### src/design/lrsr_ram.sv
// generic single write port ram with registered read
module lrsr_ram #(
    parameter int WIDTH = 8,
    parameter int DEPTH = 64,
    parameter int AW    = (DEPTH > 1) ? $clog2(DEPTH) : 1
) (
    input  logic             i_clk,
    input  logic             i_we,
    input  logic [AW-1:0]    i_waddr,
    input  logic [WIDTH-1:0] i_wdata,
    input  logic [AW-1:0]    i_raddr,
    output logic [WIDTH-1:0] o_rdata
);

    logic [WIDTH-1:0] r_mem [DEPTH];
    logic [WIDTH-1:0] r_rdata;

    always_ff @(posedge i_clk) begin
        if (i_we) begin
            r_mem[i_waddr] <= i_wdata;
        end
        r_rdata <= r_mem[i_raddr];
    end

    assign o_rdata = r_rdata;

endmodule

### config.mk
export PLATFORM = sky130hd
export DESIGN_NAME = lrsr_ram
export DESIGN_NICKNAME = d
export VERILOG_FILES = /design/src/design/lrsr_ram.sv
export SDC_FILE = /design/constraint.sdc
export NUM_CORES = 1
export LEC_CHECK = 0
export CAP_MARGIN = 0
export CORE_AREA = 2 2 215 217
export CTS_CLUSTER_SIZE = 20
export DETAILED_ROUTE_END_ITERATION = 16
export DIE_AREA = 0 0 217 219
export DONT_BUFFER_PORTS = 1
export GPL_ROUTABILITY_DRIVEN = 0
export PLACE_DENSITY = 0.71
export SLEW_MARGIN = 20
export SYNTH_ARGS = -nofsm -noshare
export SYNTH_HDL_FRONTEND = slang
export SYNTH_SLANG_ARGS = --single-unit
### constraint.sdc
create_clock -name i_clk -period 2.51 [get_ports i_clk]
set_input_delay 0.6275 -clock i_clk [delete_from_list [all_inputs] [get_ports i_clk]]
set_output_delay 0.6275 -clock i_clk [all_outputs]
set_load 0.02 [all_outputs]
==> flow_summary.json <==
{
  "drtIter0Drc": 1126,
  "setup_slack_ns": 0.466,
  "ant_nets": 0,
  "powerDensity_nw_per_um2": 784,
  "drtPass1Iterations": 5,
  "grt_pass1_wl_um": 64300,
  "skew_ns": 0.0146,
  "synth-seq-area-share_pct": 77.0,
  "slew_headroom_pct": 56.2,
  "p_leak_uw": 0.00730,
  "portBuffers": 0,
  "setup.worst_path.end": "o_rdata[6]",
  "clock.fmax_ghz": 0.489,
  "h-tree-depth": 2,
  "min_period_over_period_pct": 81.4,
  "hold_class": "in2reg",
  "cts_resized": 0,
  "synth_top_area_share_pct": 76.2,
  "cp_data_required_time_ns": 2.96,
  "outcome": "finished, final reports clean",
  "yosys_warnings": 0,
  "wl_per_cell_um": 25.7,
  "dieArea_um2": 47500,
  "fin_nets": 1054,
  "finalSetupTns_ns": 0,
  "cts.sinks": 520,
  "cp.arrival_ns": 2.49,
  "hold_viol_final": 0,
  "initial_utilization_pct": 44.7,
  "antenna-diode-count": 0,
  "synth_top_cell_by_area": "edfxtp_1",
  "die-width_um": 217,
  "slew_violations": 0,
  "synth.cell_area_um2": 20200,
  "ys.flop_type": "edfxtp_1",
  "cts-root-buf": "clkbuf_16",
  "cp-startpoint": "r_mem[29][6]",
  "cts_buffer_depth": 3,
  "vdd_drop_max_mv": 0.508,
  "ys_async_sr_fraction_pct": 0,
  "drive_gt1_share_pct": 29.5,
  "met3WireLength_um": 3200,
  "via_per_inst": 5.78,
  "hpwlAfterDp_um": 24500,
  "synth_edf_count": 512,
  "wirelength_um": 42900,
  "routed.top_layer": "met4",
  "cts_buffers": 50,
  "dr_total_vias": 9667,
  "global_route.usage.total_pct": 18.6,
  "maxCapViolations": 0,
  "postPlaceCellArea_um2": 21300,
  "start_kind": "flip-flop",
  "chipHeight_um": 219,
  "rows": 78,
  "drc": 0,
  "clk_pin_slew_worst_paths_ns": 0.07,
  "regToRegSetupSlack_ns": 0.47,
  "rsz0062_at_grt": "no",
  "pre_cts_slack_ns": 0.0949,
  "rr_worst_depth": 5,
  "cts_hold_buf": 0,
  "grt_max_degree": 138,
  "syn2layout_area_growth_pct": 14.2,
  "setup_violations": 0,
  "tightest_slew_ns": 0.656,
  "syn_nets": 962,
  "ys_types": 40,
  "syn_area_per_cell_um2": 21.5,
  "worstSetupPathType": "reg2reg",
  "grt_pass1_vias": 9843,
  "syn-instance-count": 940,
  "met2RoutedLength_um": 21100,
  "grt_antenna_before_repair": 0,
  "overflow": 0,
  "wl_met1_um": 17500,
  "r2r-start": "r_mem[29][6]",
  "fill_cells": 3478,
  "insertion_delay_ns": 0.58,
  "reg2reg_to": "o_rdata[6]",
  "fin_area_um2": 23000,
  "cp_max_fo": 1,
  "endpoint_kind": "flip-flop",
  "io_pins": 30,
  "period_minus_slack_ns": 2.04,
  "synth_seq_cells": 520,
  "core-area_um2": 45100,
  "postCtsSetupRepairBufs": 0,
  "synthTopCellsByArea": "edfxtp_1, mux4_2, nor2_1",
  "cts_tree": "done"
}
==> registers in the layout, summed over array words and instances, names as in the netlist <==
name     cells
r_mem      512
o_rdata      8
==> worst max-delay path, stage by stage (launching register included) <==
cell and delay, ns:
edfxtp_1 0.37, mux4_2 0.47, mux2_2 0.28, o221a_2 0.29, nor3_1 0.35, o32ai_1 0.15
==> power breakdown <==
part	total (uW)	internal, uW	switching [uW]	leakage [uW]
clock network	7880	4680	3200	0.000853
registers	9660	9610	58.2	0.00467
logic	502	295	207	0.00177
total	18000	14600	3460	0.00730
==> placed cells by master (no fill, tap or decap), types with 3 or more instances in the layout <==
master	instances
nand3b_1	3
nand3_1	13
a21oi_1	3
o22ai_1	8
mux2i_1	23
clkbuf_16	53
bufinv_16	8
a211oi_1	4
a221oi_1	6
buf_4	91
dfxtp_1	8
clkinv_1	5
clkinvlp_4	5
nor2b_1	14
nor3_1	7
a22oi_1	3
nand2_1	19
o221ai_1	8
o2111ai_1	3
clkinv_4	3
nor2_1	83
o2bb2ai_1	3
clkinv_2	13
edfxtp_1	512
mux4_2	126
clkbuf_1	4
mux2_2	13
nand2b_1	7
==> per-stage QoR <==
stage / util [%] / instances / total power [uW] / hold slack (ns)
floorplan: - / 940 / 10300 / 0.718
global placement: 47.2 / 1580 / 10300 / 0.732
detailed placement: 47.2 / 1580 / 10400 / 0.731
CTS: 51.1 / 1673 / 18200 / 0.128
global route: 51.1 / 1673 / 18500 / 0.126
finish: 51.1 / 1673 / 18000 / 0.150
==> cells in the mapped netlist, types with 4 or more instances <==
cell,number
nor2_1,83
o22ai_1,8
mux2i_1,23
buf_1,4
a221oi_1,6
buf_4,13
a211oi_1,4
nand3_1,13
dfxtp_1,8
clkbuf_1,17
nor3_1,7
mux4_2,126
edfxtp_1,512
buf_2,11
buf_6,4
nor2b_1,14
nand2b_1,7
nand2_1,19
o221ai_1,8
mux2_2,13
==> metal layers <==
layer  vias up  track usage (%)
met5         -                0
met4         0             6.35
met3        72             3.67
met2       407             30.1
met1      5067             25.4
li1       4121                -
==> cell families after synthesis <==
logic type             count (synthesis)  share of synthesized area [%]
flip-flops                           520                           77.0
multiplexers                         162                           15.9
AND/OR/NAND/NOR                      153                           3.39
AO/OA/AOI/OAI                         54                           2.07
buffers and inverters                 51                           1.57
==> cell type report <==
| class | instances | area, um^2 | share of cell area (%) |
|---|---|---|---|
| tap | 600 | 751 | 3.26 |
| sequential | 520 | 15500 | 67.4 |
| clock inverter | 36 | 408 | 1.77 |
| multi-input combinational | 369 | 4320 | 18.7 |
| timing repair buffer | 91 | 683 | 2.97 |
| clock buffer | 57 | 1340 | 5.82 |
==> worst min path at each step <==
| stage | startpoint | end | cells after the start |
|---|---|---|---|
| after CTS | i_wdata[3] | r_mem[16][3] | 0 |
| after global routing | i_wdata[6] | r_mem[8][6] | 0 |
| final | i_wdata[4] | r_mem[8][4] | 0 |
| after detailed placement | i_wdata[3] | r_mem[16][3] | 0 |
| after global placement | i_wdata[3] | r_mem[16][3] | 0 |
| after floorplan | r_mem[34][0] | o_rdata[0] | 4 |
(Power assumes the default switching activity.)
